$ cat config.mk
export PLATFORM = sky130hd
export DESIGN_NAME = fuzzy_fan_speed_controller_unit
export DESIGN_NICKNAME = d
export VERILOG_FILES = /design/src/rtl/ffsc_pkg.sv /design/src/rtl/ffsc_cfg.sv /design/src/rtl/ffsc_member.sv /design/src/rtl/ffsc_wavg.sv /design/src/rtl/ffsc_div.sv /design/src/rtl/fuzzy_fan_speed_controller_unit.sv
export VERILOG_INCLUDE_DIRS = /design/src /design/src/rtl
export SDC_FILE = /design/constraint.sdc
export NUM_CORES = 2
export LEC_CHECK = 0
export BUFFER_PORTS_ARGS = -buffer_cell sky130_fd_sc_hd__buf_2
export CORE_MARGIN = 4
export CORE_UTILIZATION = 45
export CTS_CLUSTER_DIAMETER = 120
export DETAILED_ROUTE_END_ITERATION = 6
export GPL_TIMING_DRIVEN = 1
export SYNTH_ARGS = -nofsm -noshare
export SYNTH_HDL_FRONTEND = slang
export SYNTH_SLANG_ARGS = --single-unit
$ cat constraint.sdc
create_clock -name clk -period 10.74 [get_ports clk]
set_input_delay 0.537 -clock clk [delete_from_list [all_inputs] [get_ports clk]]
set_output_delay 0.537 -clock clk [all_outputs]
set_load 0.005 [all_outputs]
$ cat src/rtl/fuzzy_fan_speed_controller_unit_assert.svh
// assertion macros shared by the controller rtl
`ifndef FUZZY_FAN_SPEED_CONTROLLER_UNIT_ASSERT_SVH
`define FUZZY_FAN_SPEED_CONTROLLER_UNIT_ASSERT_SVH

// same-cycle implication
`define FFSC_ASSERT_NOW(label, ante, cons, msg) \
    label: assert property (@(posedge clk) disable iff (!rst_n) (ante) |-> (cons)) \
        else $error(msg);

// next-cycle implication
`define FFSC_ASSERT_NEXT(label, ante, cons, msg) \
    label: assert property (@(posedge clk) disable iff (!rst_n) (ante) |=> (cons)) \
        else $error(msg);

`endif

$ cat src/rtl/ffsc_pkg.sv
`timescale 1ns / 1ps

package ffsc_pkg;

    // field widths
    localparam int TEMP_W  = 11;
    localparam int DUTY_W  = 8;
    localparam int MU_W    = 17;
    localparam int K_W     = 7;
    localparam int REC_W   = 25;
    localparam int PROD_W  = 32;
    localparam int NUM_W   = 27;
    localparam int DEN_W   = 19;
    localparam int NUM_SETS = 3;
    localparam int QUO_W   = DUTY_W;

    // reciprocal scale: exact floor((k << 16) / d) for k << 16 below 2**23 and d up to 128
    localparam int REC_SHIFT = 30;
    localparam int MU_LSB    = REC_SHIFT - 16;

    localparam logic [MU_W-1:0] ONE_Q16 = MU_W'(65536);

    // set corners in tenths of a degree: low, medium, high
    localparam int SET_A [NUM_SETS] = '{100, 220, 340};
    localparam int SET_B [NUM_SETS] = '{150, 300, 400};
    localparam int SET_C [NUM_SETS] = '{200, 300, 450};
    localparam int SET_D [NUM_SETS] = '{250, 380, 500};

    // rounded-up reciprocals of the ramp widths
    localparam int RECIP_50 = (2**REC_SHIFT + 50 - 1) / 50;
    localparam int RECIP_60 = (2**REC_SHIFT + 60 - 1) / 60;
    localparam int RECIP_80 = (2**REC_SHIFT + 80 - 1) / 80;

    localparam int REC_RISE [NUM_SETS] = '{RECIP_50, RECIP_80, RECIP_60};
    localparam int REC_FALL [NUM_SETS] = '{RECIP_50, RECIP_80, RECIP_50};

    // register reset values
    localparam logic [DUTY_W-1:0] RESET_DRIVE_LOW     = DUTY_W'(60);
    localparam logic [DUTY_W-1:0] RESET_DRIVE_MEDIUM  = DUTY_W'(140);
    localparam logic [DUTY_W-1:0] RESET_DRIVE_HIGH    = DUTY_W'(255);
    localparam logic [DUTY_W-1:0] RESET_MINIMUM_DRIVE = DUTY_W'(60);

    // register indexes
    localparam int ADDR_W = 4;
    localparam logic [1:0] REG_DRIVE_LOW     = 2'd0;
    localparam logic [1:0] REG_DRIVE_MEDIUM  = 2'd1;
    localparam logic [1:0] REG_DRIVE_HIGH    = 2'd2;
    localparam logic [1:0] REG_MINIMUM_DRIVE = 2'd3;

    typedef struct packed {
        logic signed [TEMP_W-1:0] temperature;
        logic                     sample_valid;
    } ffsc_in_t;

    typedef struct packed {
        logic [DUTY_W-1:0] fan_duty;
        logic              any_set_fired;
    } ffsc_out_t;

    typedef struct packed {
        logic [DUTY_W-1:0] drive_low;
        logic [DUTY_W-1:0] drive_medium;
        logic [DUTY_W-1:0] drive_high;
        logic [DUTY_W-1:0] minimum_drive;
    } ffsc_cfg_t;

endpackage

$ cat src/rtl/ffsc_cfg.sv
`timescale 1ns / 1ps

module ffsc_cfg
    import ffsc_pkg::*;
(
    input  logic              clk,
    input  logic              rst_n,
    input  logic              psel,
    input  logic              penable,
    input  logic              pwrite,
    input  logic [ADDR_W-1:0] paddr,
    input  logic [31:0]       pwdata,
    output logic [31:0]       prdata,
    output logic              pready,
    output ffsc_cfg_t         cfg
);

    ffsc_cfg_t cfg_reg;
    ffsc_cfg_t cfg_next;
    logic      wr_en;

    assign wr_en  = psel && penable && pwrite;
    assign pready = 1'b1;

    // register write decode
    always_comb
    begin
        cfg_next = cfg_reg;
        if (wr_en)
        begin
            case (paddr[3:2])
                REG_DRIVE_LOW:     cfg_next.drive_low     = pwdata[DUTY_W-1:0];
                REG_DRIVE_MEDIUM:  cfg_next.drive_medium  = pwdata[DUTY_W-1:0];
                REG_DRIVE_HIGH:    cfg_next.drive_high    = pwdata[DUTY_W-1:0];
                REG_MINIMUM_DRIVE: cfg_next.minimum_drive = pwdata[DUTY_W-1:0];
                default:           cfg_next = cfg_reg;
            endcase
        end
    end

    always_ff @(posedge clk or negedge rst_n)
    begin
        if (!rst_n)
        begin
            cfg_reg.drive_low     <= RESET_DRIVE_LOW;
            cfg_reg.drive_medium  <= RESET_DRIVE_MEDIUM;
            cfg_reg.drive_high    <= RESET_DRIVE_HIGH;
            cfg_reg.minimum_drive <= RESET_MINIMUM_DRIVE;
        end
        else
        begin
            cfg_reg <= cfg_next;
        end
    end

    // read back
    always_comb
    begin
        case (paddr[3:2])
            REG_DRIVE_LOW:     prdata = 32'(cfg_reg.drive_low);
            REG_DRIVE_MEDIUM:  prdata = 32'(cfg_reg.drive_medium);
            REG_DRIVE_HIGH:    prdata = 32'(cfg_reg.drive_high);
            REG_MINIMUM_DRIVE: prdata = 32'(cfg_reg.minimum_drive);
            default:           prdata = '0;
        endcase
    end

    assign cfg = cfg_reg;

endmodule

$ cat src/rtl/ffsc_member.sv
`timescale 1ns / 1ps

module ffsc_member
    import ffsc_pkg::*;
(
    input  logic                               clk,
    input  logic                               rst_n,
    input  logic                               in_valid,
    input  logic signed [TEMP_W-1:0]           in_temp,
    output logic                               in_ready,
    output logic                               out_valid,
    input  logic                               out_ready,
    output logic [NUM_SETS-1:0][MU_W-1:0]      mu
);

    logic s1_valid_reg;
    logic s1_valid_next;
    logic s2_valid_reg;
    logic s2_valid_next;
    logic s1_ready;
    logic s2_ready;

    // per-set region flags and ramp offset
    logic [NUM_SETS-1:0]           zero_reg;
    logic [NUM_SETS-1:0]           zero_next;
    logic [NUM_SETS-1:0]           one_reg;
    logic [NUM_SETS-1:0]           one_next;
    logic [NUM_SETS-1:0]           fall_reg;
    logic [NUM_SETS-1:0]           fall_next;
    logic [NUM_SETS-1:0][K_W-1:0]  k_reg;
    logic [NUM_SETS-1:0][K_W-1:0]  k_next;
    logic [NUM_SETS-1:0][MU_W-1:0] mu_reg;
    logic [NUM_SETS-1:0][MU_W-1:0] mu_next;

    logic signed [TEMP_W:0] x_ext;

    assign s2_ready = !s2_valid_reg || out_ready;
    assign s1_ready = !s1_valid_reg || s2_ready;
    assign in_ready = s1_ready;

    assign s1_valid_next = s1_ready ? in_valid : s1_valid_reg;
    assign s2_valid_next = s2_ready ? s1_valid_reg : s2_valid_reg;

    assign x_ext = {in_temp[TEMP_W-1], in_temp};

    for (genvar i = 0; i < NUM_SETS; i++)
    begin : g_set
        localparam logic signed [TEMP_W:0] CA = (TEMP_W+1)'(SET_A[i]);
        localparam logic signed [TEMP_W:0] CB = (TEMP_W+1)'(SET_B[i]);
        localparam logic signed [TEMP_W:0] CC = (TEMP_W+1)'(SET_C[i]);
        localparam logic signed [TEMP_W:0] CD = (TEMP_W+1)'(SET_D[i]);
        localparam logic [REC_W-1:0] RR = REC_W'(REC_RISE[i]);
        localparam logic [REC_W-1:0] RF = REC_W'(REC_FALL[i]);

        logic signed [TEMP_W:0] diff;
        logic [REC_W-1:0]       rec_sel;
        logic [PROD_W-1:0]      prod;

        // stage 1: region of the trapezoid and distance from the outer corner
        always_comb
        begin
            zero_next[i] = (x_ext <= CA) || (x_ext >= CD);
            one_next[i]  = (x_ext >= CB) && (x_ext <= CC);
            fall_next[i] = (x_ext > CC);
            diff         = fall_next[i] ? (CD - x_ext) : (x_ext - CA);
            k_next[i]    = diff[K_W-1:0];
        end

        // stage 2: ramp value by reciprocal multiply
        always_comb
        begin
            rec_sel = fall_reg[i] ? RF : RR;
            prod    = PROD_W'(k_reg[i]) * PROD_W'(rec_sel);
            if (zero_reg[i])
            begin
                mu_next[i] = '0;
            end
            else if (one_reg[i])
            begin
                mu_next[i] = ONE_Q16;
            end
            else
            begin
                mu_next[i] = {1'b0, prod[MU_LSB+15:MU_LSB]};
            end
        end
    end

    // valid bits
    always_ff @(posedge clk or negedge rst_n)
    begin
        if (!rst_n)
        begin
            s1_valid_reg <= 1'b0;
            s2_valid_reg <= 1'b0;
        end
        else
        begin
            s1_valid_reg <= s1_valid_next;
            s2_valid_reg <= s2_valid_next;
        end
    end

    // payload
    always_ff @(posedge clk)
    begin
        if (s1_ready)
        begin
            zero_reg <= zero_next;
            one_reg  <= one_next;
            fall_reg <= fall_next;
            k_reg    <= k_next;
        end
        if (s2_ready)
        begin
            mu_reg <= mu_next;
        end
    end

    assign out_valid = s2_valid_reg;
    assign mu        = mu_reg;

endmodule

$ cat src/rtl/ffsc_wavg.sv
`timescale 1ns / 1ps

module ffsc_wavg
    import ffsc_pkg::*;
(
    input  logic                          clk,
    input  logic                          rst_n,
    input  logic                          in_valid,
    input  logic [NUM_SETS-1:0][MU_W-1:0] mu,
    input  ffsc_cfg_t                     cfg,
    output logic                          in_ready,
    output logic                          out_valid,
    input  logic                          out_ready,
    output logic [NUM_W-1:0]              num,
    output logic [DEN_W-1:0]              den
);

    logic             valid_reg;
    logic             valid_next;
    logic [NUM_W-1:0] num_reg;
    logic [NUM_W-1:0] num_next;
    logic [DEN_W-1:0] den_reg;
    logic [DEN_W-1:0] den_next;

    assign in_ready   = !valid_reg || out_ready;
    assign valid_next = in_ready ? in_valid : valid_reg;

    // weighted sum and sum of weights
    always_comb
    begin
        num_next = NUM_W'(mu[0]) * NUM_W'(cfg.drive_low)
                 + NUM_W'(mu[1]) * NUM_W'(cfg.drive_medium)
                 + NUM_W'(mu[2]) * NUM_W'(cfg.drive_high);
        den_next = DEN_W'(mu[0]) + DEN_W'(mu[1]) + DEN_W'(mu[2]);
    end

    always_ff @(posedge clk or negedge rst_n)
    begin
        if (!rst_n)
        begin
            valid_reg <= 1'b0;
        end
        else
        begin
            valid_reg <= valid_next;
        end
    end

    always_ff @(posedge clk)
    begin
        if (in_ready)
        begin
            num_reg <= num_next;
            den_reg <= den_next;
        end
    end

    assign out_valid = valid_reg;
    assign num       = num_reg;
    assign den       = den_reg;

endmodule

$ cat src/rtl/ffsc_div.sv
`timescale 1ns / 1ps
`include "fuzzy_fan_speed_controller_unit_assert.svh"

module ffsc_div
    import ffsc_pkg::*;
(
    input  logic              clk,
    input  logic              rst_n,
    input  logic              in_valid,
    input  logic [NUM_W-1:0]  num,
    input  logic [DEN_W-1:0]  den,
    output logic              in_ready,
    output logic              out_valid,
    input  logic              out_ready,
    output logic [QUO_W-1:0]  quo,
    output logic              fired
);

    // one quotient bit per stage, most significant first
    logic              val_reg [QUO_W];
    logic              val_next [QUO_W];
    logic [NUM_W-1:0]  rem_reg [QUO_W];
    logic [NUM_W-1:0]  rem_next [QUO_W];
    logic [DEN_W-1:0]  den_reg [QUO_W];
    logic [QUO_W-1:0]  q_reg [QUO_W];
    logic [QUO_W-1:0]  q_next [QUO_W];
    logic              rdy [QUO_W+1];

    logic              src_val [QUO_W];
    logic [NUM_W-1:0]  src_rem [QUO_W];
    logic [DEN_W-1:0]  src_den [QUO_W];
    logic [QUO_W-1:0]  src_q [QUO_W];

    assign rdy[QUO_W] = out_ready;

    for (genvar j = 0; j < QUO_W; j++)
    begin : g_stage
        localparam int BIT = QUO_W - 1 - j;

        logic [NUM_W-1:0] shifted;
        logic [NUM_W-1:0] trial;
        logic             take;

        if (j == 0)
        begin : g_first
            assign src_val[j] = in_valid;
            assign src_rem[j] = num;
            assign src_den[j] = den;
            assign src_q[j]   = '0;
        end
        else
        begin : g_rest
            assign src_val[j] = val_reg[j-1];
            assign src_rem[j] = rem_reg[j-1];
            assign src_den[j] = den_reg[j-1];
            assign src_q[j]   = q_reg[j-1];
        end

        assign rdy[j] = !val_reg[j] || rdy[j+1];

        // restoring step
        always_comb
        begin
            shifted     = NUM_W'(src_den[j]) << BIT;
            trial       = src_rem[j] - shifted;
            take        = (src_rem[j] >= shifted);
            rem_next[j] = take ? trial : src_rem[j];
            q_next[j]   = src_q[j];
            q_next[j][BIT] = take;
            val_next[j] = rdy[j] ? src_val[j] : val_reg[j];
        end

        always_ff @(posedge clk or negedge rst_n)
        begin
            if (!rst_n)
            begin
                val_reg[j] <= 1'b0;
            end
            else
            begin
                val_reg[j] <= val_next[j];
            end
        end

        always_ff @(posedge clk)
        begin
            if (rdy[j])
            begin
                rem_reg[j] <= rem_next[j];
                den_reg[j] <= src_den[j];
                q_reg[j]   <= q_next[j];
            end
        end
    end

    assign in_ready  = rdy[0];
    assign out_valid = val_reg[QUO_W-1];
    assign quo       = q_reg[QUO_W-1];
    assign fired     = (den_reg[QUO_W-1] != '0);

    // remainder after the last step is below the divisor
    `FFSC_ASSERT_NOW(a_rem_below_den,
        val_reg[QUO_W-1] && (den_reg[QUO_W-1] != '0),
        rem_reg[QUO_W-1] < NUM_W'(den_reg[QUO_W-1]),
        "division remainder not below divisor")
    // the first step leaves less than half the full range
    `FFSC_ASSERT_NOW(a_first_step,
        val_reg[0] && (den_reg[0] != '0),
        rem_reg[0] < (NUM_W'(den_reg[0]) << (QUO_W - 1)),
        "quotient overflowed its width")
    // no weights means no weighted sum
    `FFSC_ASSERT_NOW(a_zero_den,
        val_reg[QUO_W-1] && (den_reg[QUO_W-1] == '0),
        rem_reg[QUO_W-1] == '0,
        "weighted sum without weights")

endmodule

$ cat src/rtl/fuzzy_fan_speed_controller_unit.sv
`timescale 1ns / 1ps
`include "fuzzy_fan_speed_controller_unit_assert.svh"
//  channel   handshake               payload
//  input     in_valid / in_stall     in_data  (temperature, sample_valid)
//  output    out_valid / out_stall   out_data (fan_duty, any_set_fired)
//  config    psel / penable / pready paddr, pwdata, prdata
//
//  one request per cycle while the output is not held; a result passes through the pipeline:
//  two membership stages, one weighted-sum stage, eight
//  restoring divide stages (one quotient bit each) and the output register
//  reset clears every valid bit and loads the drive registers with their defaults
//  a held output fills empty stages behind it; in_stall rises only when all are full
//  requests with sample_valid low are taken and give no result

module fuzzy_fan_speed_controller_unit
    import ffsc_pkg::*;
(
    input  logic              clk,
    input  logic              rst_n,
    input  logic              in_valid,
    output logic              in_stall,
    input  ffsc_in_t          in_data,
    output logic              out_valid,
    input  logic              out_stall,
    output ffsc_out_t         out_data,
    input  logic              psel,
    input  logic              penable,
    input  logic              pwrite,
    input  logic [ADDR_W-1:0] paddr,
    input  logic [31:0]       pwdata,
    output logic [31:0]       prdata,
    output logic              pready
);

    ffsc_cfg_t                     cfg;
    logic                          mem_in_ready;
    logic                          mem_valid;
    logic [NUM_SETS-1:0][MU_W-1:0] mu;
    logic                          avg_ready;
    logic                          avg_valid;
    logic [NUM_W-1:0]              num;
    logic [DEN_W-1:0]              den;
    logic                          div_ready;
    logic                          div_valid;
    logic [QUO_W-1:0]              quo;
    logic                          fired;
    logic                          out_ready;
    logic                          out_valid_reg;
    logic                          out_valid_next;
    ffsc_out_t                     out_data_reg;
    ffsc_out_t                     out_data_next;

    ffsc_cfg u_cfg (
        .clk     (clk),
        .rst_n   (rst_n),
        .psel    (psel),
        .penable (penable),
        .pwrite  (pwrite),
        .paddr   (paddr),
        .pwdata  (pwdata),
        .prdata  (prdata),
        .pready  (pready),
        .cfg     (cfg)
    );

    // invalid samples are taken and dropped here
    ffsc_member u_member (
        .clk       (clk),
        .rst_n     (rst_n),
        .in_valid  (in_valid && in_data.sample_valid),
        .in_temp   (in_data.temperature),
        .in_ready  (mem_in_ready),
        .out_valid (mem_valid),
        .out_ready (avg_ready),
        .mu        (mu)
    );

    ffsc_wavg u_wavg (
        .clk       (clk),
        .rst_n     (rst_n),
        .in_valid  (mem_valid),
        .mu        (mu),
        .cfg       (cfg),
        .in_ready  (avg_ready),
        .out_valid (avg_valid),
        .out_ready (div_ready),
        .num       (num),
        .den       (den)
    );

    ffsc_div u_div (
        .clk       (clk),
        .rst_n     (rst_n),
        .in_valid  (avg_valid),
        .num       (num),
        .den       (den),
        .in_ready  (div_ready),
        .out_valid (div_valid),
        .out_ready (out_ready),
        .quo       (quo),
        .fired     (fired)
    );

    assign in_stall = !mem_in_ready;

    // output stage: minimum drive raise and result register
    assign out_ready      = !out_valid_reg || !out_stall;
    assign out_valid_next = out_ready ? div_valid : out_valid_reg;

    always_comb
    begin
        out_data_next.any_set_fired = fired;
        if (!fired)
        begin
            out_data_next.fan_duty = '0;
        end
        else if ((quo != '0) && (quo < cfg.minimum_drive))
        begin
            out_data_next.fan_duty = cfg.minimum_drive;
        end
        else
        begin
            out_data_next.fan_duty = quo;
        end
    end

    always_ff @(posedge clk or negedge rst_n)
    begin
        if (!rst_n)
        begin
            out_valid_reg <= 1'b0;
        end
        else
        begin
            out_valid_reg <= out_valid_next;
        end
    end

    always_ff @(posedge clk)
    begin
        if (out_ready)
        begin
            out_data_reg <= out_data_next;
        end
    end

    assign out_valid = out_valid_reg;
    assign out_data  = out_data_reg;

    // no set fired means the fan is off
    `FFSC_ASSERT_NOW(a_off_when_idle,
        out_valid_reg && !out_data_reg.any_set_fired,
        out_data_reg.fan_duty == '0,
        "duty nonzero with no set fired")
    // a running fan never sits below the minimum drive
    `FFSC_ASSERT_NOW(a_min_drive,
        out_valid_reg && out_data_reg.any_set_fired && (out_data_reg.fan_duty != '0),
        out_data_reg.fan_duty >= cfg.minimum_drive,
        "duty below minimum drive")
    // input back-pressure only when the output is held
    `FFSC_ASSERT_NOW(a_stall_source,
        in_stall,
        out_valid_reg && out_stall,
        "input stalled with room in the pipeline")

endmodule
==> impl_metrics.py <==
metrics = {
    "final_layout": {
        "stdcell_area_um2": 53110,
        "utilization_pct": 48.86,
        "largest_reg_flops": 189,
        "layout.nets": 5792,
        "drive_above_1_share_pct": 6.547,
        "area_growth_pct": 7.999,
        "fin_cells": 6257,
        "fillCellCount": 10080,
    },
    "placement": {
        "post-dp-hpwl_mm": 94.75,
        "place_area_um2": 50990,
        "io_buffers": 47,
        "dp_cells": 6140,
        "gp_congestion": 0.8961,
        "dp_slack_ns": 0.5576,
    },
    "yosys": {
        "yosysTopAreaCellShare_pct": 31.08,
        "synthDistinctLibCells": 93,
        "ys.flop_type": "edfxtp_1",
        "syn_area_per_cell_um2": 10.39,
        "synth_top_area_cell": "edfxtp_1",
        "ys_top_cells_by_area": "edfxtp_1 31%, fa_1 18%, ha_1 13%, inv_1 5.9%, nand2_1 3.4%",
        "synth_area_um2": 49180,
        "synth.most_common_cell": "inv_1",
        "yosysSeqAreaShare_pct": 33.37,
        "synth_edf_count": 509,
        "synth_common_cells": "777 x inv_1, 509 x edfxtp_1, 507 x ha_1",
        "async_flop_share_pct": 7.957,
        "syn_inst": 4735,
        "ys_warn_count": 0,
        "ys_seq_elements": 553,
    },
    "clock_network": {
        "clock_path_buffers": 3,
        "cts_tree": "done",
        "clock_sinks": 553,
        "clkLatencyLatePin_ns": 0.63,
        "cts_max_level": 3,
        "post-cts-setup-buffers": 0,
        "cts_buffers": 66,
        "cts_root_buf": "clkbuf_16",
        "clkTransAtPathRegs_ns": 0.06,
    },
    "run_status": {
        "status": "completed",
    },
    "power": {
        "worst_ir_drop_vdd_mv": 0.1526,
        "power.total_mw": 15.60,
        "power.leakage_nw": 24.17,
        "power.density_nw_per_um2": 293.7,
    },
    "floorplanning": {
        "die_area_um2": 114600,
        "rows": 121,
        "start_util_pct": 45.24,
        "design.core.area_um2": 108700,
        "die_h_um": 338.6,
        "die_w_um": 338.6,
        "pin_count": 99,
    },
    "setup_path": {
        "crit_path_max_fanout": 16,
        "critical_path_cell_count": 34,
        "crit_required_ns": 11.10,
        "crit_arrival_ns": 10.57,
        "cp_top_family": "adder cells",
        "reg2reg_depth": 34,
        "startpoint_type": "flop",
        "worst-path-buf-inv": 6,
        "path_class": "reg2reg",
        "slowest_stage": "dfrtp_1",
        "endpoint_kind": "flop",
        "cp_common_cell": "fa_1",
        "cpPeakStageDelay_ns": 0.67,
    },
    "routing": {
        "via_per_inst": 5.299,
        "vias": 33160,
        "drt_iter0_drc": 2007,
        "first_pass_iters": 5,
        "drc": 0,
        "drtAntennaViolNets": 0,
        "drt_wl_total_mm": 118.7,
        "post_drt_wl_per_cell_um": 18.97,
    },
    "sta": {
        "skew_ns": 0.03365,
        "slew_headroom_pct": 17.55,
        "setup_tns_ns": 0,
        "fmax_mhz": 97.96,
        "maxSlewViolCount": 0,
        "finalCritPeriodShare_pct": 95.04,
        "fin_crit_ns": 10.21,
        "rsz0062_at_grt": "false",
        "report.final.hold_viol_count": 0,
        "hold_ws_ns": 0.2035,
        "setup_viol": 0,
        "fin_ws_ns": 0.5322,
        "worst_pin_slew_ns": 1.227,
    },
    "job": {
        "drv_cap": 0,
    },
    "worst_hold_path": {
        "hold_path.class": "in2reg",
        "min_path_cells": 2,
    },
    "global_routing": {
        "grt_pass1_vias": 33530,
        "antenna_found_initial": 3,
        "grt_max_degree": 54,
        "grt_pass1_wl_mm": 188.7,
        "grt-ovfl-total": 0,
        "grtUsageTotal_pct": 20.84,
    },
}
==> kinds of logic (layout without fill, tap and decap cells) <==
logic type	after synthesis	in the layout	share of synthesized area [%]
buffers and inverters	904	976	7.205
AOI/OAI and AO/OA	767	767	10.17
DFF	553	553	33.37
muxes	80	80	1.987
other	2	38	0.01527
adders and majority gates	942	942	30.61
and+or+nand+nor	1230	1230	12.08
xor gates and xnor gates	257	257	4.577
==> layout make-up <==
type                            count  area, um^2  area share [%]
Clock buffer                       85        1777           3.345
Tap cell                         1414        1769           3.331
Clock inverter                     30       335.3          0.6313
Sequential cell                   553       16410           30.89
Antenna cell                        1       2.502        0.004711
Multi-Input combinational cell   3313       29390           55.34
Inverter                          778        2920           5.498
Timing Repair Buffer               83       508.0          0.9564
==> routing by layer <==
layer / GRT usage [%] / routed length, um / up-vias / part of all wire, %
li1: - / - / 15980 / -
met1: 26.67 / 50320 / 16360 / 42
met2: 36.36 / 58880 / 629 / 50
met3: 2.673 / 4801 / 194 / 4.0
met4: 7.517 / 4719 / 0 / 4.0
met5: 0 / 0 / - / 0
==> worst register-to-register path: cells and delay by family, from the launching register on <==
kind / cells / cell delay (ns)
AO/OA/AOI/OAI: 11 / 2.18
AND/OR/NAND/NOR: 3 / 0.49
buffers and inverters: 6 / 0.41
flip-flops: 1 / 0.67
adder cells (fa/ha/maj): 12 / 5.81
XOR/XNOR: 2 / 0.37
==> path summary, 6_finish.rpt <==
kind | from | end | slack, ns
max | u_cfg.cfg[30] | u_wavg.num[26] | 0.53
max reg2reg | u_cfg.cfg[30] | u_wavg.num[26] | 0.53
min | pwdata[5] | u_cfg.cfg[5] | 0.20
min in group asynchronous | rst_n | u_cfg.cfg[6] | 0.55
max in group asynchronous | rst_n | u_cfg.cfg[16] | 9.76
min reg2reg | u_div.q_reg[0][7] | u_div.q_reg[0][15] | 0.42
==> power by group <==
part	switching (mW)	internal, mW	leakage [nW]
logic	5.28	3.85	16.9
clock network	0.917	1.28	1.03
registers	0.780	3.49	6.27
==> layout by cell type (no fill, tap or decap), types with 20 or more instances in the layout <==
master	count
inv_1	774
edfxtp_1	509
ha_1	507
nand2_1	446
fa_1	435
nor2_1	229
a21oi_1	229
and2_1	181
o21ai_0	164
xnor2_1	135
xor2_1	122
a21o_1	121
clkbuf_16	68
nor3_1	63
nand3_1	56
nand2b_1	50
nor2b_1	47
buf_2	47
mux2_2	43
o21a_1	38
conb_1	37
buf_4	35
o21bai_1	28
nor4_1	27
nand4_1	25
dfrtp_1	25
or2_2	21
a31oi_1	21
and3_1	21
o31ai_1	20
a211oi_1	20
mux2i_1	20
==> repair_timing <==
action,4_1_cts,5_1_grt
hold buffers,1,0
endpoints found under the hold margin,8,0
gates resized for setup,0,0
(Power assumes the default switching activity.)
